### src/b2b_pkg.sv
// ----------------------------------------------------------------------------
// b2b_pkg
// Shared constants and types for the binary to BCD converter.
// ----------------------------------------------------------------------------
package b2b_pkg;

  localparam int VALUE_W           = 32;
  localparam int BCD_W             = 40;
  localparam int COUNT_W           = 4;
  localparam int NIBBLE_W          = 4;
  localparam int DEF_INPUT_WIDTH   = 32;
  localparam int DEF_DIGITS        = 10;

  // Control handed from the sequencer to every digit cell.
  typedef struct packed {
    logic clear;
    logic step;
  } cell_ctrl_t;

endpackage

### src/b2b_cell.sv
// ----------------------------------------------------------------------------
// b2b_cell
// One decimal digit of the shift-and-add-3 chain.
// ----------------------------------------------------------------------------
module b2b_cell (
  input  logic                       clk,
  input  b2b_pkg::cell_ctrl_t        ctrl,
  input  logic                       carry_in,
  output logic                       carry_out,
  output logic [b2b_pkg::NIBBLE_W-1:0] digit
);

  logic [b2b_pkg::NIBBLE_W-1:0] digit_r;
  logic [b2b_pkg::NIBBLE_W-1:0] digit_nxt;
  logic [b2b_pkg::NIBBLE_W-1:0] adj;

  // A digit of five or more would reach ten after doubling, so add three first.
  always_comb begin
    if (digit_r >= b2b_pkg::NIBBLE_W'(5)) begin
      adj = digit_r + b2b_pkg::NIBBLE_W'(3);
    end else begin
      adj = digit_r;
    end
  end

  assign carry_out = adj[b2b_pkg::NIBBLE_W-1];

  always_comb begin
    if (ctrl.clear) begin
      digit_nxt = '0;
    end else if (ctrl.step) begin
      digit_nxt = {adj[b2b_pkg::NIBBLE_W-2:0], carry_in};
    end else begin
      digit_nxt = digit_r;
    end
  end

  always_ff @(posedge clk) begin
    digit_r <= digit_nxt;
  end

  assign digit = digit_r;

endmodule

### src/binary_to_bcd.sv
// ----------------------------------------------------------------------------
// binary_to_bcd
// Converts an unsigned binary value to packed BCD with a digit count.
// ----------------------------------------------------------------------------
// Usage: one transaction on the in_ channel (in_valid, in_stall, in_value)
// gives one transaction on the out_ channel (out_valid, out_stall,
// out_bcd_digits, out_digit_count). Only the low INPUT_WIDTH bits of the
// value take part. Decimal digit k sits in bits 4k+3 down to 4k, and the
// count is the number of significant digits, never below one.
// A row of DIGITS cells holds the decimal digits; the binary value is shifted
// into it one bit per cycle; after INPUT_WIDTH shifts the sequencer moves from
// ST_RUN to ST_FLUSH, which loads the result into the output register, and
// a new transaction is accepted only once the last result has left the cells.
// in_stall is high while a conversion is in flight. The output register is
// separate from the cell row, so a new value is accepted while a result waits
// to be taken; a finished conversion waits in the cells until the output
// register is free. A stalled result holds its value.
// Reset clears the sequencer and the output valid; the data registers are not reset.
// ----------------------------------------------------------------------------
module binary_to_bcd #(
  parameter int INPUT_WIDTH = b2b_pkg::DEF_INPUT_WIDTH,
  parameter int DIGITS      = b2b_pkg::DEF_DIGITS
) (
  input  logic                        clk,
  input  logic                        rst_n,
  input  logic                        in_valid,
  output logic                        in_stall,
  input  logic [b2b_pkg::VALUE_W-1:0] in_value,
  output logic                        out_valid,
  input  logic                        out_stall,
  output logic [b2b_pkg::BCD_W-1:0]   out_bcd_digits,
  output logic [b2b_pkg::COUNT_W-1:0] out_digit_count
);

  localparam int STEP_W = $clog2(INPUT_WIDTH);
  localparam int CNT_W  = $clog2(DIGITS + 1);
  localparam int FULL_W = DIGITS * b2b_pkg::NIBBLE_W;

  typedef enum logic [2:0] {
    ST_IDLE  = 3'b001,
    ST_RUN   = 3'b010,
    ST_FLUSH = 3'b100
  } state_t;

  state_t                      state_r, state_nxt;
  logic [STEP_W-1:0]           step_r, step_nxt;
  logic [INPUT_WIDTH-1:0]      shift_r, shift_nxt;
  logic [INPUT_WIDTH-1:0]      load_val;
  logic                        out_valid_r, out_valid_nxt;
  logic [b2b_pkg::BCD_W-1:0]   bcd_r;
  logic [b2b_pkg::COUNT_W-1:0] count_r;
  logic                        in_take;
  logic                        out_free;
  logic                        xfer;
  b2b_pkg::cell_ctrl_t         ctrl;

  logic [DIGITS:0]             carry;
  logic [b2b_pkg::NIBBLE_W-1:0] digit [DIGITS];
  logic [FULL_W-1:0]           bcd_full;
  logic [b2b_pkg::BCD_W-1:0]   bcd_fit;
  logic [CNT_W-1:0]            cnt;
  logic [b2b_pkg::COUNT_W-1:0] cnt_fit;

  assign in_stall = (state_r != ST_IDLE);
  assign in_take  = in_valid && !in_stall;
  assign out_free = !out_valid_r || !out_stall;
  assign xfer     = (state_r == ST_FLUSH) && out_free;

  generate
    if (INPUT_WIDTH > b2b_pkg::VALUE_W) begin : g_ext
      assign load_val = {{(INPUT_WIDTH - b2b_pkg::VALUE_W){1'b0}}, in_value};
    end else begin : g_cut
      assign load_val = in_value[INPUT_WIDTH-1:0];
    end
  endgenerate

  always_comb begin
    state_nxt  = state_r;
    step_nxt   = step_r;
    shift_nxt  = shift_r;
    ctrl.clear = 1'b0;
    ctrl.step  = 1'b0;
    case (state_r)
      ST_IDLE: begin
        if (in_take) begin
          shift_nxt  = load_val;
          step_nxt   = STEP_W'(INPUT_WIDTH - 1);
          ctrl.clear = 1'b1;
          state_nxt  = ST_RUN;
        end
      end
      ST_RUN: begin
        ctrl.step = 1'b1;
        shift_nxt = {shift_r[INPUT_WIDTH-2:0], 1'b0};
        step_nxt  = step_r - STEP_W'(1);
        if (step_r == '0) begin
          state_nxt = ST_FLUSH;
        end
      end
      ST_FLUSH: begin
        if (out_free) begin
          state_nxt = ST_IDLE;
        end
      end
      default: begin
        state_nxt = ST_IDLE;
      end
    endcase
  end

  assign carry[0] = shift_r[INPUT_WIDTH-1];

  generate
    for (genvar k = 0; k < DIGITS; k++) begin : g_cell
      b2b_cell u_cell (
        .clk       (clk),
        .ctrl      (ctrl),
        .carry_in  (carry[k]),
        .carry_out (carry[k+1]),
        .digit     (digit[k])
      );
      assign bcd_full[k*b2b_pkg::NIBBLE_W +: b2b_pkg::NIBBLE_W] = digit[k];
    end
  endgenerate

  always_comb begin
    cnt = '0;
    for (int k = 0; k < DIGITS; k++) begin
      if (digit[k] != '0) begin
        cnt = CNT_W'(k + 1);
      end
    end
    if (cnt == '0) begin
      cnt = CNT_W'(1);
    end
  end

  generate
    if (FULL_W >= b2b_pkg::BCD_W) begin : g_bcd_cut
      assign bcd_fit = bcd_full[b2b_pkg::BCD_W-1:0];
    end else begin : g_bcd_ext
      assign bcd_fit = {{(b2b_pkg::BCD_W - FULL_W){1'b0}}, bcd_full};
    end
    if (CNT_W >= b2b_pkg::COUNT_W) begin : g_cnt_cut
      assign cnt_fit = cnt[b2b_pkg::COUNT_W-1:0];
    end else begin : g_cnt_ext
      assign cnt_fit = {{(b2b_pkg::COUNT_W - CNT_W){1'b0}}, cnt};
    end
  endgenerate

  always_comb begin
    if (xfer) begin
      out_valid_nxt = 1'b1;
    end else if (!out_stall) begin
      out_valid_nxt = 1'b0;
    end else begin
      out_valid_nxt = out_valid_r;
    end
  end

  always_ff @(posedge clk) begin
    if (!rst_n) begin
      state_r     <= ST_IDLE;
      out_valid_r <= 1'b0;
    end else begin
      state_r     <= state_nxt;
      out_valid_r <= out_valid_nxt;
    end
  end

  always_ff @(posedge clk) begin
    step_r  <= step_nxt;
    shift_r <= shift_nxt;
    if (xfer) begin
      bcd_r   <= bcd_fit;
      count_r <= cnt_fit;
    end
  end

  assign out_valid       = out_valid_r;
  assign out_bcd_digits  = bcd_r;
  assign out_digit_count = count_r;

`ifndef SYNTHESIS
  logic digit_bad;

  always_comb begin
    digit_bad = 1'b0;
    for (int k = 0; k < DIGITS; k++) begin
      if (digit[k] > b2b_pkg::NIBBLE_W'(9)) begin
        digit_bad = 1'b1;
      end
    end
  end

  a_accept_starts: assert property (@(posedge clk) disable iff (!rst_n)
    in_take |=> state_r == ST_RUN)
    else $error("accepted transaction did not start a conversion");

  a_result_from_flush: assert property (@(posedge clk) disable iff (!rst_n)
    $rose(out_valid_r) |-> $past(state_r) == ST_FLUSH)
    else $error("result appeared without a finished conversion");

  a_digits_decimal: assert property (@(posedge clk) disable iff (!rst_n)
    state_r == ST_FLUSH |-> !digit_bad)
    else $error("cell holds a digit above nine");

  a_no_overwrite: assert property (@(posedge clk) disable iff (!rst_n)
    (out_valid_r && out_stall) |=> $stable(bcd_r) && $stable(count_r))
    else $error("stalled result was overwritten");
`endif

endmodule
### config.mk
export PLATFORM = sky130hd
export DESIGN_NAME = binary_to_bcd
export DESIGN_NICKNAME = d
export VERILOG_FILES = /design/src/b2b_pkg.sv /design/src/b2b_cell.sv /design/src/binary_to_bcd.sv
export SDC_FILE = /design/constraint.sdc
export NUM_CORES = 1
export LEC_CHECK = 0
export BUFFER_PORTS_ARGS = -buffer_cell sky130_fd_sc_hd__buf_4
export CAP_MARGIN = 10
export CORE_MARGIN = 1
export CORE_UTILIZATION = 51
export DETAILED_ROUTE_END_ITERATION = 8
export PLACE_DENSITY_LB_ADDON = 0.3
export SLEW_MARGIN = 20
export SYNTH_ARGS = -nofsm -noshare
export SYNTH_HDL_FRONTEND = slang
export SYNTH_SLANG_ARGS = --single-unit
### constraint.sdc
create_clock -name clk -period 3.85 [get_ports clk]
set_clock_uncertainty 0.1 [all_clocks]
set_input_delay 0.77 -clock clk [delete_from_list [all_inputs] [get_ports clk]]
set_output_delay 0.77 -clock clk [all_outputs]
set_load 0.05 [all_outputs]
Yosys cells after proc, flatten, opt, wreduce, memory -nomap -nowiden
Cells that the tools add are included.
{"block": "totals", "elab_cells": 99, "output_inout_bits": 46, "reg_bits": 125, "in_bits": 36}
{"block": "classes", "order_cmp": 10, "n_reduce_logical": 21, "muxes": 33, "eq_ne": 8, "n_addsub": 11}
{"operator": "$mux 4", "n": 18}
{"operator": "$pmux 32 s2", "n": 1}
{"operator": "$ge 4x3->1 const B", "n": 10}
{"operator": "$reduce_bool 4->1", "n": 10}
{"operator": "$add 4x2->4 const B", "n": 9}
{"operator": "$mux 32", "n": 1}
{"operator": "$mux 3", "n": 4}
{"operator": "$pmux 5 s2", "n": 1}
{"operator": "$pmux 3 s3", "n": 1}
{"operator": "$mux 1", "n": 6}
{"operator": "$ne 2x2->1 const B", "n": 3}
{"operator": "$logic_not 5->1", "n": 1}
{"operator": "$mux 5", "n": 1}
{"operator": "$sub 5x1->5 const B", "n": 1}
{"operator": "$logic_not 4->1", "n": 1}
{"operator": "$add 3x2->3 const B", "n": 1}
{"operator": "$eq 3x1->1 const B", "n": 1}
{"operator": "$eq 3x2->1 const B", "n": 1}
{"operator": "$eq 3x3->1 const B", "n": 1}
{"operator": "$logic_not 1->1", "n": 3}
{"operator": "$ne 3x1->1 const B", "n": 1}
{"operator": "$reduce_and 3->1", "n": 1}
{"operator": "$logic_and 1x1->1", "n": 2}
{"operator": "$ne 2x1->1 const B", "n": 1}
{"operator": "other kinds (3)", "n": 3}

Logic depth before layout (Yosys ltp)
Gate-level depths: netlist of the first run.
{"block": "logic_depth", "word_depth": 12, "depth_mapped": 6, "ltp_nobuf": 6}

Modules after synthesis
From an unflattened synthesis of the first run, not the netlist that was laid out.
{"block": "hier_totals", "cells_unflattened": 493, "area_unflattened_um2": 5878.1}
{"mod": "binary_to_bcd", "instances": 1, "area_each_um2": 3275.6, "cells_per_inst": 183, "seq_area_each_um2": 2512.4}
{"mod": "b2b_cell", "instances": 10, "area_each_um2": 260.2, "cells_per_inst": 31, "seq_area_each_um2": 80.1}

Worst setup path after synthesis of the first run
No wires, ideal clock.
{"block": "synth_timing", "path_type": "register to register", "start": "register state_r[2]", "end": "register bcd_r, in the netlist out_bcd_digits[0] (enable)", "synth_period_minus_slack_ps": 3572, "required_ps": 3290, "path_stages_with_launch": 3, "setup_slack_ps": 278, "path_buffers": 0, "setup_ps": 460, "arrival_time_ps": 3012, "cell_sequence": "dfxtp_1 -> or3b_2 -> a21oi_1"}
{"block": "synth_between", "elab_chain_cells": 2}
{"item": "start, declared", "line": "binary_to_bcd.sv:45", "source": "state_t state_r, state_nxt;"}
{"item": "start signal, assigned", "line": "binary_to_bcd.sv:166", "source": "state_r <= state_nxt;"}
{"item": "$eq 3x3->1", "line": "binary_to_bcd.sv:67", "source": "assign xfer = (state_r == ST_FLUSH) && out_free;"}
{"item": "$logic_and 1x1->1", "line": "binary_to_bcd.sv:67"}
{"item": "end signal, assigned", "line": "binary_to_bcd.sv:175", "source": "bcd_r <= bcd_fit;"}
{"item": "end, declared", "line": "binary_to_bcd.sv:50", "source": "logic [b2b_pkg::BCD_W-1:0] bcd_r;"}
No other way between the ends.
A chain may end at the register's enable or synchronous reset.

Final worst setup path of the first run
{"block": "layout_timing", "start": "register state_r[0]", "end": "output in_stall"}
{"block": "layout_between", "elab_chain_cells": 1}
{"item": "$ne 3x1->1", "line": "binary_to_bcd.sv:64", "source": "assign in_stall = (state_r != ST_IDLE);"}
{"item": "end, declared", "line": "binary_to_bcd.sv:27", "source": "output logic in_stall,"}
No other way between the ends.

==> impl_metrics.json, run 1 <==
{
  "routed_wl_mm": 10.1,
  "io_buffers": 81,
  "period_minus_slack_ps": 2610,
  "antenna_found_initial": 0,
  "min_path_type": "flop to flop",
  "holdPathStages": 0,
  "firstDrtPassIters": 5,
  "drc": 0,
  "clock_tree.root_cell": "clkbuf_8",
  "setup_violations": 0,
  "wl_per_cell_um": 13.8,
  "power_leakage_uw": 0.00261,
  "cts_tree": "done",
  "whs_ps": 373,
  "ys_top_cells_by_count": "111 x nand2_1, 81 x edfxtp_1, 44 x dfxtp_1, 39 x o21ai_0, 33 x nand3_1",
  "synth_area_leaders": "edfxtp_1 45%, dfxtp_1 16%, nand2_1 7.7%",
  "rsz0062_at_grt": "no",
  "final_core_util_pct": 65.2,
  "outcome": "complete, no violations",
  "postCtsHoldBufs": 0,
  "ctsResizeCount": 0,
  "num_io_pins": 82,
  "cp-end-kind": "output port",
  "dr_total_vias": 3826,
  "grt_remaining_overflow": 0,
  "critPathArrivalTime_ps": 1740,
  "grt_pass1_vias": 3580,
  "yosysSeqAreaShare_pct": 61.5,
  "finalNonFillerCells": 731,
  "rrSetupSlack_ps": 1370,
  "synth_ff_type": "edfxtp_1",
  "startpoint_type": "flop",
  "synth_seq_cells": 125,
  "maxCapViolations": 0,
  "powerDensity_nw_per_um2": 460,
  "synthesis.area_um2": 5390,
  "finalNetCount": 639,
  "reg2reg_depth": 3,
  "fp.dieH_um": 105,
  "hold_start": "g_cell[9].u_cell.digit[1]",
  "die_x_um": 105,
  "hpwl_mm": 6.36,
  "core-area_um2": 10300,
  "rows": 37,
  "required_ps": 2980,
  "ant_nets": 0,
  "yosysMostFrequentCell": "nand2_1",
  "drive_gt1_share_pct": 22.5,
  "diodes": 0,
  "r2r_start": "state_r[2]",
  "post-cts-setup-buffer-count": 0,
  "die-area_um2": 11000,
  "drt-initial-drc-count": 168,
  "yosysTopAreaCellShare_pct": 45.1,
  "routed_via_density": 5.23,
  "criticalPathCategory": "flop to output port",
  "synth_area_per_cell_um2": 10.8,
  "critPathMaxFanout": 5,
  "ys_types": 33,
  "clock_latency_ps": 510,
  "max_slew_margin_pct": 41.8,
  "synth_edf_count": 81,
  "clock_sinks": 125,
  "yosys.area.top_type": "edfxtp_1",
  "gp_congestion": 0.785,
  "clk_path_buf_depth": 2,
  "r2r_end": "out_bcd_digits[10]",
  "worstMarginPinSlew_ps": 872,
  "hold_viol": 0,
  "synth_cells": 497,
  "async_flop_share_pct": 0,
  "placed_cells": 698,
  "fin_crit_sh_pct": 67.8,
  "syn-num-nets": 554,
  "clk_pin_slew_ps": 60,
  "drv_slew": 0,
  "syn_to_final_growth_pct": 24.3,
  "worstHoldEndpoint": "out_bcd_digits[37]",
  "grt.total_usage_pct": 19.1,
  "start_util_pct": 52.5,
  "cts_max_level": 4,
  "grt_pass1_wl_mm": 16.2,
  "irDropWorstVdd_mv": 0.278,
  "cts_made_buffers": 17,
  "nFillCells": 809,
  "setup_tns_ps": 0,
  "grt_max_degree": 106,
  "max_freq_ghz": 0.383,
  "yosysWarnings": 0
}
registers in the layout (all words and copies together) (netlist names):
| register | cells |
|---|---|
| out_bcd_digits | 40 |
| step_r | 5 |
| state_r | 3 |
| shift_r | 32 |
| g_cell.u_cell.digit | 40 |
| out_valid | 1 |
| out_digit_count | 4 |
cells in the final DEF, fill, tap and decap left out, types with 2 or more instances in the layout:
cell / n
a211oi_1: 2
a21boi_0: 2
a21oi_1: 25
a31oi_1: 2
and2_1: 2
buf_4: 86
clkbuf_1: 2
clkbuf_16: 18
clkbuf_8: 2
clkinv_2: 4
clkinvlp_4: 4
dfxtp_1: 44
edfxtp_1: 81
ha_1: 21
inv_1: 24
mux2_2: 10
nand2_1: 111
nand2b_1: 11
nand3_1: 33
nor2_1: 16
nor3b_1: 9
o211ai_1: 5
o21ai_0: 39
o21ai_1: 2
o31ai_1: 4
o32ai_1: 7
or3b_2: 4
xnor2_1: 12
xor2_1: 3
through the flow:
stage	setup slack [ps]	area, um2	total power [uW]
floorplan	278	5390	1620
global placement	1480	6120	1670
detailed placement	1440	6120	1680
CTS	1280	6670	3090
global route	1130	6700	3180
finish	1240	6700	3080
kinds of logic after synthesis:
family	count (synthesis)	synth area share (%)
AO/OA/AOI/OAI	90	9.61
XOR/XNOR	15	2.44
multiplexers	10	2.09
buffers and inverters	45	3.55
adder cells (fa/ha/maj)	21	4.87
flip-flops	125	61.5
AND/OR/NAND/NOR	191	16.0
routing by layer:
layer | GRT usage (%) | routed length [um] | vias to the layer above
li1 | - | - | 1918
met1 | 22.9 | 4370 | 1772
met2 | 31.6 | 4990 | 122
met3 | 6.05 | 538 | 14
met4 | 8.05 | 176 | 0
met5 | 0 | 0 | -
worst max-delay path: stages, from the launching register on:
cell	delay, ps
dfxtp_1	410
nor3b_1	490
inv_1	110
buf_4	210
how the worst max path moves through the flow:
stage                    start  slack, ps            endpoint  cells past startpoint
floorplan           state_r[2]        280   out_bcd_digits[0]                      2
global placement     out_stall       1480  out_bcd_digits[13]                      3
detailed placement  state_r[2]       1440  out_bcd_digits[14]                      3
CTS                 state_r[0]       1280            in_stall                      3
global route        state_r[0]       1130            in_stall                      3
finish              state_r[0]       1240            in_stall                      3
final cells by class:
type | count | area (um2) | share of cell area (%)
Multi-Input combinational cell | 327 | 1910 | 28.5
Clock inverter | 10 | 62.6 | 0.934
Timing Repair Buffer | 87 | 666 | 9.94
Clock buffer | 22 | 485 | 7.25
Tap cell | 136 | 170 | 2.54
Sequential cell | 125 | 3310 | 49.5
Inverter | 24 | 90.1 | 1.34
power by group:
part	leakage [uW]	internal [uW]	switching [uW]
logic	0.00125	61.6	99.4
clock network	0.000260	877	550
registers	0.00110	1470	15.7
Note: power is estimated with default switching activity, not from simulation.
==> inputs of run 2 (changes only) <==
Settings changed: CORE_UTILIZATION 51 to 57.
Clock period 3.85 ns to 2.46 ns, I/O delays scaled along.
==> run 2 against run 1 <==
Die area is 10% lower. First-iteration DRC count is 64% higher. Sequential share of layout area is 0.29 points lower.
==> impl_metrics.json, run 2 (same netlist as run 1, synthesis figures left out) <==
{
  "ctsResizeCount": 0,
  "dr_total_vias": 3900,
  "grt.total_usage_pct": 22.6,
  "min_path_type": "primary input to flop",
  "cp-end-kind": "output port",
  "die-area_um2": 9850,
  "grt_pass1_wl_mm": 17.2,
  "fin_crit_sh_pct": 93.8,
  "worstMarginPinSlew_ps": 569,
  "wl_per_cell_um": 14.5,
  "rows": 35,
  "setup_tns_ps": 0,
  "grt_max_degree": 77,
  "setup_violations": 0,
  "required_ps": 1870,
  "nFillCells": 622,
  "irDropWorstVdd_mv": 0.606,
  "critPathMaxFanout": 5,
  "powerDensity_nw_per_um2": 750,
  "gp_congestion": 0.769,
  "pre_cts_slack_ps": 570,
  "num_io_pins": 82,
  "critPathSlowestCell": "nor3b_1",
  "clock_latency_ps": 520,
  "outcome": "complete, no violations",
  "clock_sinks": 125,
  "routed_via_density": 5.52,
  "final_cell_mix": "111 x nand2_1, 84 x buf_4, 81 x edfxtp_1",
  "finalWorstSetupSlack_ps": 153,
  "drive_gt1_share_pct": 22.7,
  "final_common_cell": "nand2_1",
  "cp_top_family": "simple AND/OR/NAND/NOR gates",
  "holdPathStages": 2,
  "io_buffers": 81,
  "critPathArrivalTime_ps": 1710,
  "critical_path_buf_inv_count": 2,
  "die_x_um": 99.3,
  "clk_path_buf_depth": 2,
  "criticalPathCategory": "flop to output port",
  "postCtsHoldBufs": 0,
  "rsz0062_at_grt": "no",
  "maxCapViolations": 0,
  "post-cts-setup-buffer-count": 0,
  "path_cells": "nor3b_1 -> inv_1 -> buf_4",
  "max_freq_ghz": 0.434,
  "drv_slew": 0,
  "hold_viol": 0,
  "max_slew_margin_pct": 61.9,
  "cts_tree": "done",
  "rrSetupSlack_ps": 540,
  "start_util_pct": 58.6,
  "syn_to_final_growth_pct": 25.0,
  "routed_wl_mm": 10.3,
  "power_leakage_uw": 0.00264,
  "firstDrtPassIters": 5,
  "grt_pass1_vias": 3746,
  "diodes": 0,
  "startpoint_type": "flop",
  "drt-initial-drc-count": 275,
  "clock_tree.root_cell": "clkbuf_8",
  "finalNetCount": 639,
  "hpwl_mm": 6.43,
  "clk_pin_slew_ps": 60,
  "fp.dieH_um": 99.3,
  "core-area_um2": 9200,
  "cts_max_level": 4,
  "crit_cells": 3,
  "slowest_delay_ps": 430,
  "ant_nets": 0,
  "period_minus_slack_ps": 2310,
  "antenna_found_initial": 0,
  "drc": 0,
  "grt_remaining_overflow": 0,
  "reg2reg_depth": 5,
  "cts_made_buffers": 17
}
[run 2: cell types whose count changed in the layout (fill, tap and decap cells not counted), sizes merged]
cell	change
bufinv	+2
clkbuf	-2
clkinv	-2
clkinvlp	+1
inv	+1
[run 2: power breakdown]
| group | internal (uW) | total, uW | switching [uW] |
|---|---|---|---|
| sequential | 2310 | 2330 | 22.9 |
| clock | 1560 | 2470 | 910 |
| combinational | 98.8 | 254 | 155 |
[run 2: through the flow]
stage / util, % / area, um2 / hold slack (ps) / instances / power (uW)
after floorplan: - / 5400 / 330 / 497 / 2530
after global placement: 66.7 / 6140 / 345 / 674 / 2620
after detailed placement: 66.7 / 6140 / 344 / 674 / 2630
after CTS: 73.3 / 6740 / 87.7 / 706 / 5080
after global routing: 73.3 / 6740 / 112 / 706 / 5210
final: 73.3 / 6740 / 107 / 706 / 5050
[run 2: worst reg2reg max path: stages, from the launching register on]
cell and delay [ps]:
dfxtp_1 350, inv_1 120, ha_1 230, or3b_2 490
o21ai_0 230, a31oi_1 110
[run 2: layout make-up]
type / instances / area (um2) / share of cell area, %
Clock buffer: 20 / 468 / 6.94
Clock inverter: 12 / 133 / 1.97
Inverter: 24 / 90.1 / 1.34
Multi-Input combinational cell: 327 / 1910 / 28.3
Sequential cell: 125 / 3310 / 49.2
Tap cell: 111 / 139 / 2.06
Timing Repair Buffer: 87 / 691 / 10.2
[run 2: path summary, 6_finish.rpt]
path                                           end                      start
worst max-delay path                      in_stall                 state_r[0]
worst min-delay path                    state_r[0]                      rst_n
worst max register to register  out_digit_count[0]  g_cell[4].u_cell.digit[0]
worst min register to register  out_bcd_digits[37]  g_cell[9].u_cell.digit[1]
[run 2: routing by layer]
| layer | vias up | part of all wire [%] | track usage [%] |
|---|---|---|---|
| met5 | - | 0 | 0 |
| met4 | 0 | 1.5 | 9.50 |
| met3 | 17 | 5.6 | 6.39 |
| met2 | 129 | 50 | 38.0 |
| met1 | 1840 | 43 | 27.3 |
| li1 | 1914 | - | - |
==> inputs of run 3 (changes only) <==
Settings changed: BUFFER_PORTS_ARGS -buffer_cell sky130_fd_sc_hd__buf_4 to -buffer_cell sky130_fd_sc_hd__buf_2, SKIP_LAST_GASP set to 1.
==> run 3 against run 2 <==
Critical endpoint unchanged. Via count shrank 2.4%. Cell count is the same. Critical path depth is the same. Sequential share of layout area grew 2.0 points. Worst hold slack gained 11 ps. Non-clock buffer count is the same. First-iteration DRC count shrank 31%. Highest routed layer unchanged. Power shrank 5.5%. Setup slack gained 35 ps. Core utilization shrank 2.9 points. Sequential power is essentially flat. Combinational power shrank 3%.
==> impl_metrics.json, run 3 (same netlist as run 1, synthesis figures left out) <==
{
  "die_x_um": 99.3,
  "rrSetupSlack_ps": 550,
  "critPathMaxFanout": 5,
  "maxCapViolations": 0,
  "multi_input_area_um2": 1910,
  "startpoint_type": "flop",
  "critPathArrivalTime_ps": 1680,
  "hpwl_mm": 6.34,
  "final_cell_mix": "111 x nand2_1, 81 x buf_2, 81 x edfxtp_1",
  "cts_max_level": 4,
  "routed_via_density": 5.39,
  "setup_violations": 0,
  "grt_pass1_wl_mm": 16.4,
  "required_ps": 1870,
  "pre_cts_slack_ps": 583,
  "nFillCells": 663,
  "drt-initial-drc-count": 191,
  "core-area_um2": 9200,
  "clk_path_buf_depth": 2,
  "drive_gt1_share_pct": 22.2,
  "start_util_pct": 58.6,
  "drv_slew": 0,
  "diodes": 0,
  "outcome": "complete, no violations",
  "fin_crit_sh_pct": 92.3,
  "die-area_um2": 9850,
  "whs_ps": 118,
  "worstMarginPinSlew_ps": 592,
  "grt_remaining_overflow": 0,
  "min_path_type": "primary input to flop",
  "wl_per_cell_um": 14.2,
  "rows": 35,
  "grt_pass1_vias": 3551,
  "clock_latency_ps": 510,
  "gp_congestion": 0.781,
  "syn_to_final_growth_pct": 20.0,
  "hold_viol": 0,
  "max_slew_margin_pct": 60.0,
  "period_minus_slack_ps": 2270,
  "max_freq_ghz": 0.440,
  "grt_max_degree": 76,
  "finalWorstSetupSlack_ps": 188,
  "io_buffers": 81,
  "powerDensity_nw_per_um2": 738,
  "ant_nets": 0,
  "fp.dieH_um": 99.3,
  "postCtsHoldBufs": 0,
  "final_common_cell": "nand2_1",
  "timing.critical_path.from": "state_r[0]",
  "cts_tree": "done",
  "clk_pin_slew_ps": 50,
  "r2r_start": "g_cell[1].u_cell.digit[0]",
  "clock_sinks": 125,
  "rsz0062_at_grt": "no",
  "ctsResizeCount": 0,
  "post-cts-setup-buffer-count": 0,
  "cp-end-kind": "output port",
  "power_leakage_uw": 0.00254,
  "antenna_found_initial": 0,
  "firstDrtPassIters": 5,
  "dr_total_vias": 3805,
  "clock_tree.root_cell": "clkbuf_8",
  "routed_wl_mm": 10.0,
  "critPathCapture": "in_stall",
  "num_io_pins": 82,
  "reg2reg_depth": 6,
  "finalNetCount": 639,
  "grt.total_usage_pct": 21.7,
  "r2r_end": "out_digit_count[0]",
  "drc": 0,
  "criticalPathCategory": "flop to output port",
  "cts_made_buffers": 17,
  "seq_area_um2": 3310,
  "setup_tns_ps": 0,
  "irDropWorstVdd_mv": 0.529
}
run 3: changes by cell type in the layout (fill, tap and decap cells not counted), sizes merged:
| cell | previous run | this run |
|---|---|---|
| clkinvlp | 5 | 4 |
| bufinv | 2 | 1 |
| clkbuf | 20 | 19 |
| clkinv | 4 | 7 |
run 3: area by class of cell:
| type | instances | area share, % |
|---|---|---|
| Sequential cell | 125 | 51.2 |
| Multi-Input combinational cell | 327 | 29.5 |
| Timing Repair Buffer | 87 | 7.74 |
| Clock buffer | 19 | 6.52 |
| Tap cell | 111 | 2.15 |
| Clock inverter | 13 | 1.55 |
| Inverter | 24 | 1.39 |
run 3: how the worst min path moves through the flow:
| stage | start | to | slack, ps | cells past startpoint |
|---|---|---|---|---|
| finish | rst_n | state_r[0] | 120 | 2 |
| global route | in_value[26] | shift_r[26] | 130 | 3 |
| CTS | rst_n | state_r[0] | 110 | 2 |
| detailed placement | g_cell[9].u_cell.digit[1] | out_bcd_digits[37] | 350 | 0 |
| global placement | g_cell[9].u_cell.digit[1] | out_bcd_digits[37] | 350 | 0 |
| floorplan | g_cell[9].u_cell.digit[1] | out_bcd_digits[37] | 330 | 0 |
run 3: metrics by stage:
step           cell area (um2)  utilization, %  total power, uW  cells
3_3_place_gp              5950            64.7             2610    674
6_report                  6470            70.4             4780    706
3_5_place_dp              5950            64.7             2620    674
2_1_floorplan             5400               -             2530    497
5_1_grt                   6470            70.4             4930    706
4_1_cts                   6470            70.4             4800    706
run 3: critical path, cell delays in order (launching register included):
cell     delay, ps
dfxtp_1        380
nor3b_1        440
inv_1          110
buf_2          230
run 3: routing by layer:
metal / vias to the layer above / global-route usage (%) / wire length, um
met5: - / 0 / 0
met4: 0 / 10.4 / 151
met3: 14 / 5.90 / 605
met2: 116 / 35.2 / 4810
met1: 1762 / 27.1 / 4470
li1: 1913 / - / -
run 3: report_power, final:
| group | leakage, uW | total (uW) | switching, uW | internal [uW] |
|---|---|---|---|---|
| combinational | 0.00119 | 247 | 159 | 88.0 |
| clock | 0.000246 | 2200 | 880 | 1320 |
| sequential | 0.00110 | 2330 | 23.2 | 2310 |
| total | 0.00254 | 4780 | 1060 | 3710 |
